File: src/sv/bba_pkg.sv
// Shared widths, codes and result type for the block bitmap allocator.
// No dependencies.
package bba_pkg;

  // Field widths
  localparam int CMD_W = 2;
  localparam int IDX_W = 10;
  localparam int ST_W  = 2;
  localparam int NB_W  = 11;

  // Map storage word and default map size
  localparam int WORD_W          = 32;
  localparam int MAX_BLOCKS_DEF  = 1024;

  // Command codes
  localparam logic [CMD_W-1:0] CMD_ALLOC  = 2'd0;
  localparam logic [CMD_W-1:0] CMD_FREE   = 2'd1;
  localparam logic [CMD_W-1:0] CMD_FORMAT = 2'd2;
  localparam logic [CMD_W-1:0] CMD_NOP    = 2'd3;

  // Status codes
  localparam logic [ST_W-1:0] ST_OK      = 2'd0;
  localparam logic [ST_W-1:0] ST_FULL    = 2'd1;
  localparam logic [ST_W-1:0] ST_BADFREE = 2'd2;

  // Configuration register indexes and reset values
  localparam logic REG_NUM_BLOCKS = 1'b0;
  localparam logic REG_RESERVED   = 1'b1;
  localparam logic [NB_W-1:0] NUM_BLOCKS_RST = 11'd1024;
  localparam logic [NB_W-1:0] RESERVED_RST   = 11'd4;

  // Finished command result handed to the output stage
  typedef struct packed {
    logic            push;
    logic [IDX_W-1:0] alloc_block;
    logic [ST_W-1:0]  status;
    logic [NB_W-1:0]  free_count;
  } result_t;

endpackage

File: src/sv/block_bitmap_allocator_unit.sv
// Block bitmap allocator: command channel in, one result beat per command.
// Config registers and output stage; uses bba_pkg and bba_seq.
//
// Usage: a command beat (cmd, block_index) is taken on in_valid & in_ready.
// Each command returns exactly one result beat (alloc_block, status,
// free_count) on out_valid & out_ready. Commands are handled one at a time.
// The map lives in a RAM of 32-bit words, one read per cycle; with W words
// (W = 32 at 1024 blocks):
//   allocate: scans up to W words and stops at the first free block in the
//             disk, or reports full at the end of the disk;
//   free:     read, check, write back;
//   format:   writes all W words, one word of the map written per cycle;
//   no-op:    no map access.
// The scan rate is set by the single map read port.
// After reset a clearing pass writes W words while in_ready stays low;
// configuration writes are taken at any time.
// The result sits in an output register: a new command is accepted while
// it waits, and that command stalls at write-back until the slot is free.
module block_bitmap_allocator_unit #(
  parameter int MAX_BLOCKS = bba_pkg::MAX_BLOCKS_DEF
) (
  input  logic                      clk,
  input  logic                      rst,
  input  logic                      cfg_wr_en,
  input  logic                      cfg_addr,
  input  logic [bba_pkg::NB_W-1:0]  cfg_wdata,
  input  logic                      in_valid,
  output logic                      in_ready,
  input  logic [bba_pkg::CMD_W-1:0] cmd,
  input  logic [bba_pkg::IDX_W-1:0] block_index,
  output logic                      out_valid,
  input  logic                      out_ready,
  output logic [bba_pkg::IDX_W-1:0] alloc_block,
  output logic [bba_pkg::ST_W-1:0]  status,
  output logic [bba_pkg::NB_W-1:0]  free_count
);

  logic [bba_pkg::NB_W-1:0] num_blocks;
  logic [bba_pkg::NB_W-1:0] reserved_blocks;
  logic                     out_free;
  bba_pkg::result_t         res;

  // Configuration registers
  always_ff @(posedge clk) begin
    if (rst) begin
      num_blocks      <= bba_pkg::NUM_BLOCKS_RST;
      reserved_blocks <= bba_pkg::RESERVED_RST;
    end else if (cfg_wr_en) begin
      if (cfg_addr == bba_pkg::REG_NUM_BLOCKS) begin
        num_blocks <= cfg_wdata;
      end
      if (cfg_addr == bba_pkg::REG_RESERVED) begin
        reserved_blocks <= cfg_wdata;
      end
    end
  end

  bba_seq #(
    .MAX_BLOCKS (MAX_BLOCKS)
  ) u_seq (
    .clk             (clk),
    .rst             (rst),
    .num_blocks      (num_blocks),
    .reserved_blocks (reserved_blocks),
    .in_valid        (in_valid),
    .in_ready        (in_ready),
    .cmd             (cmd),
    .block_index     (block_index),
    .out_free        (out_free),
    .res             (res)
  );

  assign out_free = !out_valid || out_ready;

  // Output register: load on push, drop once the beat is taken
  always_ff @(posedge clk) begin
    if (rst) begin
      out_valid <= 1'b0;
    end else if (res.push) begin
      out_valid <= 1'b1;
    end else if (out_ready) begin
      out_valid <= 1'b0;
    end
  end

  always_ff @(posedge clk) begin
    if (res.push) begin
      alloc_block <= res.alloc_block;
      status      <= res.status;
      free_count  <= res.free_count;
    end
  end

endmodule

File: src/sv/bba_ram.sv
// Generic simple dual-port RAM: one write port, one registered read port.
// No dependencies beyond bba_pkg for default sizes.
module bba_ram #(
  parameter int WIDTH = bba_pkg::WORD_W,
  parameter int DEPTH = bba_pkg::MAX_BLOCKS_DEF / bba_pkg::WORD_W
) (
  input  logic                                   clk,
  input  logic                                   we,
  input  logic [((DEPTH > 1) ? $clog2(DEPTH) : 1)-1:0] waddr,
  input  logic [WIDTH-1:0]                       wdata,
  input  logic                                   re,
  input  logic [((DEPTH > 1) ? $clog2(DEPTH) : 1)-1:0] raddr,
  output logic [WIDTH-1:0]                       rdata
);

  logic [WIDTH-1:0] mem [DEPTH];

  // Write and registered read
  always_ff @(posedge clk) begin
    if (we) begin
      mem[waddr] <= wdata;
    end
    if (re) begin
      rdata <= mem[raddr];
    end
  end

endmodule

File: src/sv/bba_seq.sv
// Command sequencer of the block bitmap allocator: map RAM, scan, free
// check, format/clear sweep and free-block counter. Uses bba_pkg, bba_ram.
module bba_seq #(
  parameter int MAX_BLOCKS = bba_pkg::MAX_BLOCKS_DEF
) (
  input  logic                      clk,
  input  logic                      rst,
  input  logic [bba_pkg::NB_W-1:0]  num_blocks,
  input  logic [bba_pkg::NB_W-1:0]  reserved_blocks,
  input  logic                      in_valid,
  output logic                      in_ready,
  input  logic [bba_pkg::CMD_W-1:0] cmd,
  input  logic [bba_pkg::IDX_W-1:0] block_index,
  input  logic                      out_free,
  output bba_pkg::result_t          res
);

  localparam int WORD_W = bba_pkg::WORD_W;
  localparam int BIT_W  = $clog2(WORD_W);
  localparam int DEPTH  = (MAX_BLOCKS + WORD_W - 1) / WORD_W;
  localparam int ADDR_W = (DEPTH > 1) ? $clog2(DEPTH) : 1;
  localparam int CNT_W  = $clog2(MAX_BLOCKS + 1);
  localparam int POS_W  = ADDR_W + BIT_W;
  localparam int CMP_W  = ((POS_W > bba_pkg::NB_W) ? POS_W : bba_pkg::NB_W) + 1;
  localparam logic [ADDR_W-1:0] LAST_ADDR = ADDR_W'(DEPTH - 1);
  localparam logic [CMP_W-1:0]  MAX_C     = CMP_W'(MAX_BLOCKS);
  localparam logic [CNT_W-1:0]  MAX_CNT   = CNT_W'(MAX_BLOCKS);

  typedef enum logic [5:0] {
    S_CLEAR    = 6'b000001,
    S_IDLE     = 6'b000010,
    S_SCAN     = 6'b000100,
    S_FREE_RD  = 6'b001000,
    S_FREE_CHK = 6'b010000,
    S_COMMIT   = 6'b100000
  } state_t;

  state_t state;

  logic [ADDR_W-1:0] clr_addr;
  logic              clr_fmt;
  logic [ADDR_W-1:0] scan_addr;
  logic [ADDR_W-1:0] chk_addr;
  logic              chk_valid;
  logic [ADDR_W-1:0] idx_word;
  logic [BIT_W-1:0]  idx_bit;
  logic              idx_ok;
  logic              wr_pend;
  logic [ADDR_W-1:0] wr_addr;
  logic [WORD_W-1:0] wr_data;
  logic [bba_pkg::IDX_W-1:0] r_block;
  logic [bba_pkg::ST_W-1:0]  r_status;
  logic [CNT_W-1:0]  cnt;
  logic [CNT_W-1:0]  cnt_next;

  logic              ram_we;
  logic [ADDR_W-1:0] ram_waddr;
  logic [WORD_W-1:0] ram_wdata;
  logic              ram_re;
  logic [ADDR_W-1:0] ram_raddr;
  logic [WORD_W-1:0] rd_data;

  logic [CMP_W-1:0]  nb_c;
  logic [CMP_W-1:0]  rb_c;
  logic [CMP_W-1:0]  disk_n;
  logic [CMP_W-1:0]  res_n;
  logic [CMP_W-1:0]  idx_c;
  logic [CMP_W-1:0]  fmt_cnt;
  logic [WORD_W-1:0] disk_mask;
  logic [WORD_W-1:0] free_bits;
  logic              hit;
  logic [BIT_W-1:0]  hit_bit;
  logic              scan_end;

  // Mask of the bits of word addr whose block number lies below lim
  function automatic logic [WORD_W-1:0] word_mask(input logic [ADDR_W-1:0] addr,
                                                  input logic [CMP_W-1:0]  lim);
    logic [CMP_W-1:0]  base;
    logic [CMP_W-1:0]  left;
    logic [WORD_W-1:0] m;
    base = CMP_W'({addr, BIT_W'(0)});
    left = lim - base;
    if (lim <= base) begin
      m = '0;
    end else if (left >= CMP_W'(WORD_W)) begin
      m = '1;
    end else begin
      m = (WORD_W'(1) << left[BIT_W-1:0]) - WORD_W'(1);
    end
    return m;
  endfunction

  // Position of the lowest set bit
  function automatic logic [BIT_W-1:0] first_one(input logic [WORD_W-1:0] v);
    logic [BIT_W-1:0] idx;
    idx = '0;
    for (int i = WORD_W - 1; i >= 0; i--) begin
      if (v[i]) begin
        idx = BIT_W'(i);
      end
    end
    return idx;
  endfunction

  // Effective disk size and reserved span
  always_comb begin
    nb_c    = CMP_W'(num_blocks);
    rb_c    = CMP_W'(reserved_blocks);
    disk_n  = (nb_c > MAX_C) ? MAX_C : nb_c;
    res_n   = (rb_c < disk_n) ? rb_c : disk_n;
    fmt_cnt = (disk_n > rb_c) ? (disk_n - rb_c) : '0;
    idx_c   = CMP_W'(block_index);
  end

  // Evaluate the map word returned by the scan read
  always_comb begin
    disk_mask = word_mask(chk_addr, disk_n);
    free_bits = ~rd_data & disk_mask;
    hit       = |free_bits;
    hit_bit   = first_one(free_bits);
    scan_end  = (disk_mask != '1) || (chk_addr == LAST_ADDR);
  end

  // Map RAM port control
  always_comb begin
    ram_we    = 1'b0;
    ram_waddr = wr_addr;
    ram_wdata = wr_data;
    ram_re    = 1'b0;
    ram_raddr = scan_addr;
    case (state)
      S_CLEAR: begin
        ram_we    = 1'b1;
        ram_waddr = clr_addr;
        ram_wdata = clr_fmt ? word_mask(clr_addr, res_n) : '0;
      end
      S_SCAN: begin
        ram_re = 1'b1;
      end
      S_FREE_RD: begin
        ram_re    = idx_ok;
        ram_raddr = idx_word;
      end
      S_COMMIT: begin
        ram_we = wr_pend && out_free;
      end
      default: begin
        ram_we = 1'b0;
      end
    endcase
  end

  bba_ram #(
    .WIDTH (WORD_W),
    .DEPTH (DEPTH)
  ) u_map (
    .clk   (clk),
    .we    (ram_we),
    .waddr (ram_waddr),
    .wdata (ram_wdata),
    .re    (ram_re),
    .raddr (ram_raddr),
    .rdata (rd_data)
  );

  // Sequencer
  always_ff @(posedge clk) begin
    if (rst) begin
      state     <= S_CLEAR;
      clr_addr  <= '0;
      clr_fmt   <= 1'b0;
      chk_valid <= 1'b0;
      wr_pend   <= 1'b0;
      cnt       <= '0;
    end else begin
      case (state)
        // Sweep the map: zeros after reset, reserved pattern for format
        S_CLEAR: begin
          if (clr_addr == LAST_ADDR) begin
            clr_addr <= '0;
            state    <= clr_fmt ? S_COMMIT : S_IDLE;
          end else begin
            clr_addr <= clr_addr + ADDR_W'(1);
          end
        end
        // Take one command beat
        S_IDLE: begin
          if (in_valid) begin
            r_block  <= '0;
            r_status <= bba_pkg::ST_OK;
            wr_pend  <= 1'b0;
            case (cmd)
              bba_pkg::CMD_ALLOC: begin
                scan_addr <= '0;
                chk_valid <= 1'b0;
                state     <= S_SCAN;
              end
              bba_pkg::CMD_FREE: begin
                idx_word <= idx_c[BIT_W +: ADDR_W];
                idx_bit  <= block_index[BIT_W-1:0];
                idx_ok   <= idx_c < disk_n;
                state    <= S_FREE_RD;
              end
              bba_pkg::CMD_FORMAT: begin
                clr_addr <= '0;
                clr_fmt  <= 1'b1;
                cnt_next <= CNT_W'(fmt_cnt);
                state    <= S_CLEAR;
              end
              default: begin
                cnt_next <= cnt;
                state    <= S_COMMIT;
              end
            endcase
          end
        end
        // One word read per cycle, each checked in the cycle after its read
        S_SCAN: begin
          if (scan_addr != LAST_ADDR) begin
            scan_addr <= scan_addr + ADDR_W'(1);
          end
          chk_addr  <= scan_addr;
          chk_valid <= 1'b1;
          if (chk_valid) begin
            if (hit) begin
              wr_pend  <= 1'b1;
              wr_addr  <= chk_addr;
              wr_data  <= rd_data | (WORD_W'(1) << hit_bit);
              r_block  <= bba_pkg::IDX_W'(CMP_W'({chk_addr, hit_bit}));
              cnt_next <= (cnt == '0) ? '0 : cnt - CNT_W'(1);
              state    <= S_COMMIT;
            end else if (scan_end) begin
              r_status <= bba_pkg::ST_FULL;
              cnt_next <= cnt;
              state    <= S_COMMIT;
            end
          end
        end
        S_FREE_RD: begin
          state <= S_FREE_CHK;
        end
        // Clear an allocated bit or report a bad free
        S_FREE_CHK: begin
          if (idx_ok && rd_data[idx_bit]) begin
            wr_pend  <= 1'b1;
            wr_addr  <= idx_word;
            wr_data  <= rd_data & ~(WORD_W'(1) << idx_bit);
            cnt_next <= (cnt >= MAX_CNT) ? cnt : cnt + CNT_W'(1);
          end else begin
            r_status <= bba_pkg::ST_BADFREE;
            cnt_next <= cnt;
          end
          state <= S_COMMIT;
        end
        // Write back and hand over the result once the output slot is free
        S_COMMIT: begin
          if (out_free) begin
            cnt     <= cnt_next;
            wr_pend <= 1'b0;
            clr_fmt <= 1'b0;
            state   <= S_IDLE;
          end
        end
        default: begin
          state <= S_IDLE;
        end
      endcase
    end
  end

  assign in_ready        = (state == S_IDLE);
  assign res.push        = (state == S_COMMIT) && out_free;
  assign res.alloc_block = r_block;
  assign res.status      = r_status;
  assign res.free_count  = bba_pkg::NB_W'(cnt_next);

endmodule

File: config.mk
export PLATFORM = sky130hd
export DESIGN_NAME = block_bitmap_allocator_unit
export DESIGN_NICKNAME = d
export VERILOG_FILES = /design/src/sv/bba_pkg.sv /design/src/sv/block_bitmap_allocator_unit.sv /design/src/sv/bba_ram.sv /design/src/sv/bba_seq.sv
export SDC_FILE = /design/constraint.sdc
export NUM_CORES = 2
export LEC_CHECK = 0
export BUFFER_PORTS_ARGS = -buffer_cell sky130_fd_sc_hd__buf_2
export CAP_MARGIN = 20
export CORE_ASPECT_RATIO = 1.75
export CORE_MARGIN = 2
export CORE_UTILIZATION = 35
export DETAILED_ROUTE_END_ITERATION = 10
export GPL_TIMING_DRIVEN = 0
export PLACE_DENSITY = 0.57
export SYNTH_ARGS = -nofsm -noshare
export SYNTH_HDL_FRONTEND = slang
export SYNTH_HIERARCHICAL = 1
export SYNTH_SLANG_ARGS = --single-unit
File: constraint.sdc
create_clock -name clk -period 10.8 [get_ports clk]
set_input_delay 1.08 -clock clk [delete_from_list [all_inputs] [get_ports clk]]
set_output_delay 1.08 -clock clk [all_outputs]
set_load 0.1 [all_outputs]
==> results.toml <==
[run_status]
status = "completed"

[min_path]
hold_start = "u_seq/r_block[3]$_SDFFCE_PN0P_"
worstHoldPathType = "flip-flop to flip-flop"

[timing]
max-slew-margin-rel_pct = 17.8
timing.clock.skew_ns = 0.0443
final-max-slew-violation-count = 0
clock.fmax_ghz = 0.105
hold_slack_ns = 0.417
rsz0062_at_grt = "no"
finalHoldViolations = 0
finalCriticalPeriod_ns = 9.54
final.setup.worst_slack_ns = 1.26
min_period_over_period_pct = 88.4
final-setup-viol-count = 0
worst_slew_pin_slew_ns = 1.23

[clock_network]
cts_resized = 0
cts.clk_slew.worst_paths_ns = 0.07
cts_setup_buffers = 0
cts_made_buffers = 105
tritoncts = "done"
clock_latency_reported_for_the_late_side_of_the_worst_skew_pair_ns = 0.74
clk_root_buffer_cell = "sky130_fd_sc_hd__clkbuf_16"
clock_path_buffers = 3
cts_htree_levels = 3
cts_hold_repair.buffers = 0
cts_num_sinks = 1208

[logic_synthesis]
synthFlopType = "sky130_fd_sc_hd__edfxtp_1"
syn-mean-instance-area_um2 = 14.5
netlist-cell-type-count = 101
synth-xor-area-share_pct = 0.415
syn-instance-count = 3607
yosysSeqAreaShare_pct = 68.3
synth_edf_count = 1160
synth_top_family_by_area = "multiplexers"
asyncSetResetFlopFracSynth_pct = 0
synthesis.area_um2 = 52400
synth-compound-area-share_pct = 9.25
synth_simple_gate_area_share_pct = 7.22
post_synth_mux_area_share_pct = 11.2
yosys_warnings = 6
synth_fa_ha_area_share_pct = 1.02
synth_fp_nets = 3677
yosys_register_bits = 1208

[final_layout]
area_delta_synth_final_pct = 14.8
final_net_count = 3902
layout-drive-gt1-share_pct = 12.2

[setup_path]
worstPathArrival_ns = 10.00
setup.worst_path.start_class = "flip-flop"
worst-path-max-fanout = 20
reg2reg_from = "num_blocks[0]$_SDFFE_PP0P_"
critPathCaptureType = "flip-flop"
path_class = "flip-flop to flip-flop"
crit_path_launch = "num_blocks[0]$_SDFFE_PP0P_"
required_ns = 11.26

[floorplan]
die_area_um2 = 153000
design.portCount = 54
design.core.area_um2 = 149000
start_util_pct = 35.3
row_count = 187
die_h_um = 516
die_x_um = 297

[route]
drtAntennaViolNets = 0
via_count = 32100
drt_first_pass_iters = 7
drcViolationCount = 0
totalWireLength_mm = 164
post_drt_via_cell_ratio = 5.43
routedWlPerCell_um = 27.8
drt_iter0_drc = 1988

[placed_design]
pre_cts_slack_ns = 1.33
io_buffers = 53
place.gp.congestion = 0.981
detailed_place_hpwl_mm = 122

[run]
drv_cap = 0

[grt]
grt_max_degree = 34
antenna_found_initial = 4
global_route.usage.total_pct = 21.4
grt-ovfl-total = 0
first_pass_grt_wire_length_mm = 232
first_global_vias = 32800

[power]
power_density_nw_per_um2 = 193
p_leak_nw = 20.9
vdd.ir_drop.worst_mv = 0.133
-- critical path: stages, from the launching register on --
cell and delay (ns):
sky130_fd_sc_hd__dfxtp_1 0.54, sky130_fd_sc_hd__clkbuf_1 0.41, sky130_fd_sc_hd__inv_1 0.13, sky130_fd_sc_hd__nor2_1 0.47, sky130_fd_sc_hd__inv_1 0.18, sky130_fd_sc_hd__ha_1 0.23
sky130_fd_sc_hd__nor2b_1 0.11, sky130_fd_sc_hd__o21a_1 0.13, sky130_fd_sc_hd__o21ai_0 0.18, sky130_fd_sc_hd__a211o_1 0.36, sky130_fd_sc_hd__a211oi_2 0.52, sky130_fd_sc_hd__clkbuf_1 0.49
sky130_fd_sc_hd__clkbuf_1 0.43, sky130_fd_sc_hd__buf_2 0.32, sky130_fd_sc_hd__clkbuf_1 0.30, sky130_fd_sc_hd__nor2_1 0.09, sky130_fd_sc_hd__a21oi_1 0.47, sky130_fd_sc_hd__ha_1 0.26
sky130_fd_sc_hd__inv_1 0.07, sky130_fd_sc_hd__fa_1 0.42, sky130_fd_sc_hd__xor2_1 0.18, sky130_fd_sc_hd__a2111oi_0 0.39, sky130_fd_sc_hd__o311ai_1 0.35, sky130_fd_sc_hd__nor2_1 0.71
sky130_fd_sc_hd__clkbuf_1 0.59, sky130_fd_sc_hd__nand2_1 0.10, sky130_fd_sc_hd__a22o_1 0.50, sky130_fd_sc_hd__buf_16 0.29
-- layer usage --
layer,vias to the layer above,share of wire [%],GRT usage [%]
li1,14500,-,-
met1,16300,31,19.2
met2,924,56,41.9
met3,450,3.7,3.15
met4,0,9.0,16.4
met5,-,0,0
-- layout by cell type (no fill, tap or decap), types with 13 or more instances in the layout --
| master | n |
|---|---|
| sky130_fd_sc_hd__o211ai_1 | 16 |
| sky130_fd_sc_hd__buf_16 | 18 |
| sky130_fd_sc_hd__mux2i_1 | 549 |
| sky130_fd_sc_hd__a31oi_1 | 39 |
| sky130_fd_sc_hd__mux2_2 | 14 |
| sky130_fd_sc_hd__edfxtp_1 | 1160 |
| sky130_fd_sc_hd__clkbuf_16 | 109 |
| sky130_fd_sc_hd__nor2_4 | 33 |
| sky130_fd_sc_hd__buf_6 | 22 |
| sky130_fd_sc_hd__clkbuf_1 | 102 |
| sky130_fd_sc_hd__a22oi_1 | 102 |
| sky130_fd_sc_hd__xnor2_1 | 13 |
| sky130_fd_sc_hd__buf_12 | 39 |
| sky130_fd_sc_hd__o31ai_1 | 20 |
| sky130_fd_sc_hd__inv_1 | 65 |
| sky130_fd_sc_hd__nand3_1 | 130 |
| sky130_fd_sc_hd__ha_1 | 38 |
| sky130_fd_sc_hd__clkinv_2 | 19 |
| sky130_fd_sc_hd__dfxtp_1 | 48 |
| sky130_fd_sc_hd__and2_1 | 16 |
| sky130_fd_sc_hd__or3_1 | 14 |
| sky130_fd_sc_hd__nand4_1 | 13 |
| sky130_fd_sc_hd__o21ai_0 | 103 |
| sky130_fd_sc_hd__a21o_1 | 18 |
| sky130_fd_sc_hd__o21a_1 | 13 |
| sky130_fd_sc_hd__nor3_1 | 73 |
| sky130_fd_sc_hd__a211oi_1 | 15 |
| sky130_fd_sc_hd__a21oi_1 | 178 |
| sky130_fd_sc_hd__a22o_1 | 83 |
| sky130_fd_sc_hd__clkinv_1 | 28 |
| sky130_fd_sc_hd__buf_4 | 39 |
| sky130_fd_sc_hd__nand2b_1 | 52 |
| sky130_fd_sc_hd__buf_2 | 103 |
| sky130_fd_sc_hd__nor2b_1 | 14 |
| sky130_fd_sc_hd__nor2_1 | 102 |
| sky130_fd_sc_hd__nand3b_1 | 15 |
| sky130_fd_sc_hd__nand2_1 | 249 |
-- metrics by stage --
| step | area [um^2] | cells | util (%) | setup TNS [ns] | power (mW) |
|---|---|---|---|---|---|
| 2_1_floorplan | 52400 | 3607 | - | 0 | 7.02 |
| 4_1_cts | 59900 | 5895 | 40.3 | 0 | 11.6 |
| 3_5_place_dp | 56600 | 5699 | 38.1 | 0 | 7.97 |
| 3_3_place_gp | 55200 | 5644 | 37.1 | -179.20 | 7.71 |
| 6_report | 60200 | 5910 | 40.5 | 0 | 11.6 |
| 5_1_grt | 60200 | 5907 | 40.5 | 0 | 12.0 |
-- cell families after synthesis --
family | Yosys count
mux | 573
compound gates | 717
simple gates | 780
flops | 1208
fa+ha+maj | 41
buf+inv | 264
xor+xnor | 24
-- registers in the layout (all words and copies together) (netlist names), 2 cells and up --
signal             cells
u_seq/u_map/mem     1024
u_seq/u_map/rdata     32
u_seq/wr_data         32
free_count            11
num_blocks            11
reserved_blocks       11
u_seq/cnt             11
u_seq/cnt_next        11
alloc_block           10
u_seq/r_block         10
u_seq/state            6
u_seq/chk_addr         5
u_seq/clr_addr         5
u_seq/idx_bit          5
u_seq/idx_word         5
u_seq/scan_addr        5
u_seq/wr_addr          5
status                 2
u_seq/r_status         2
-- final timing paths --
check / cells after the start / to / slack [ns]
worst max-delay path: 27 / u_seq/u_map/mem[5][24]$_DFFE_PP_ / 1.26
worst min-delay path: 0 / alloc_block[3]$_DFFE_PP_ / 0.42
worst max register to register: 27 / u_seq/u_map/mem[5][24]$_DFFE_PP_ / 1.26
worst min register to register: 0 / alloc_block[3]$_DFFE_PP_ / 0.42
-- report_power, final --
part           total (mW)  internal, mW  switching (mW)
combinational        1.86         0.514            1.35
sequential           6.08          5.99          0.0916
clock                3.65          1.95            1.70
total                11.6          8.46            3.14
-- synth_stat cells, drive strengths merged, types with 10 or more instances --
master  instances  share of area [%]
a211oi         18               0.29
a21o           18               0.26
a21oi         181                1.7
a22o           87                1.5
a22oi         102                1.5
a31oi          39               0.47
and2           16               0.19
and3           11               0.13
buf           117                1.5
clkbuf         83               0.61
dfxtp          48                1.8
edfxtp       1160                 66
ha             38               0.91
inv            62               0.44
mux2           14               0.30
mux2i         549                 10
mux4           10               0.43
nand2         250                1.8
nand2b         52               0.62
nand3         130                1.2
nand3b         15               0.21
nand4          13               0.16
nor2          136               0.98
nor2b          14               0.17
nor3           74               0.72
nor4           12               0.14
o211ai         17               0.27
o21a           13               0.19
o21ai         124                1.2
o22ai          12               0.14
o31ai          20               0.29
or3            16               0.21
xnor2          14               0.25
xor2           10               0.17
-- final cells by class --
| type | instances | area [um^2] |
|---|---|---|
| fillers | 13600 | 88400 |
| inverters | 64 | 240 |
| well taps | 1984 | 2480 |
| plain buffers | 200 | 1110 |
| diodes | 5 | 12.5 |
| clock buffers | 132 | 2820 |
| clock inverters | 64 | 463 |
| flip-flops and latches | 1208 | 35800 |
| repair buffers | 118 | 1610 |
| multi-input cells | 2135 | 15600 |
Note: power is estimated with default switching activity, not from simulation.
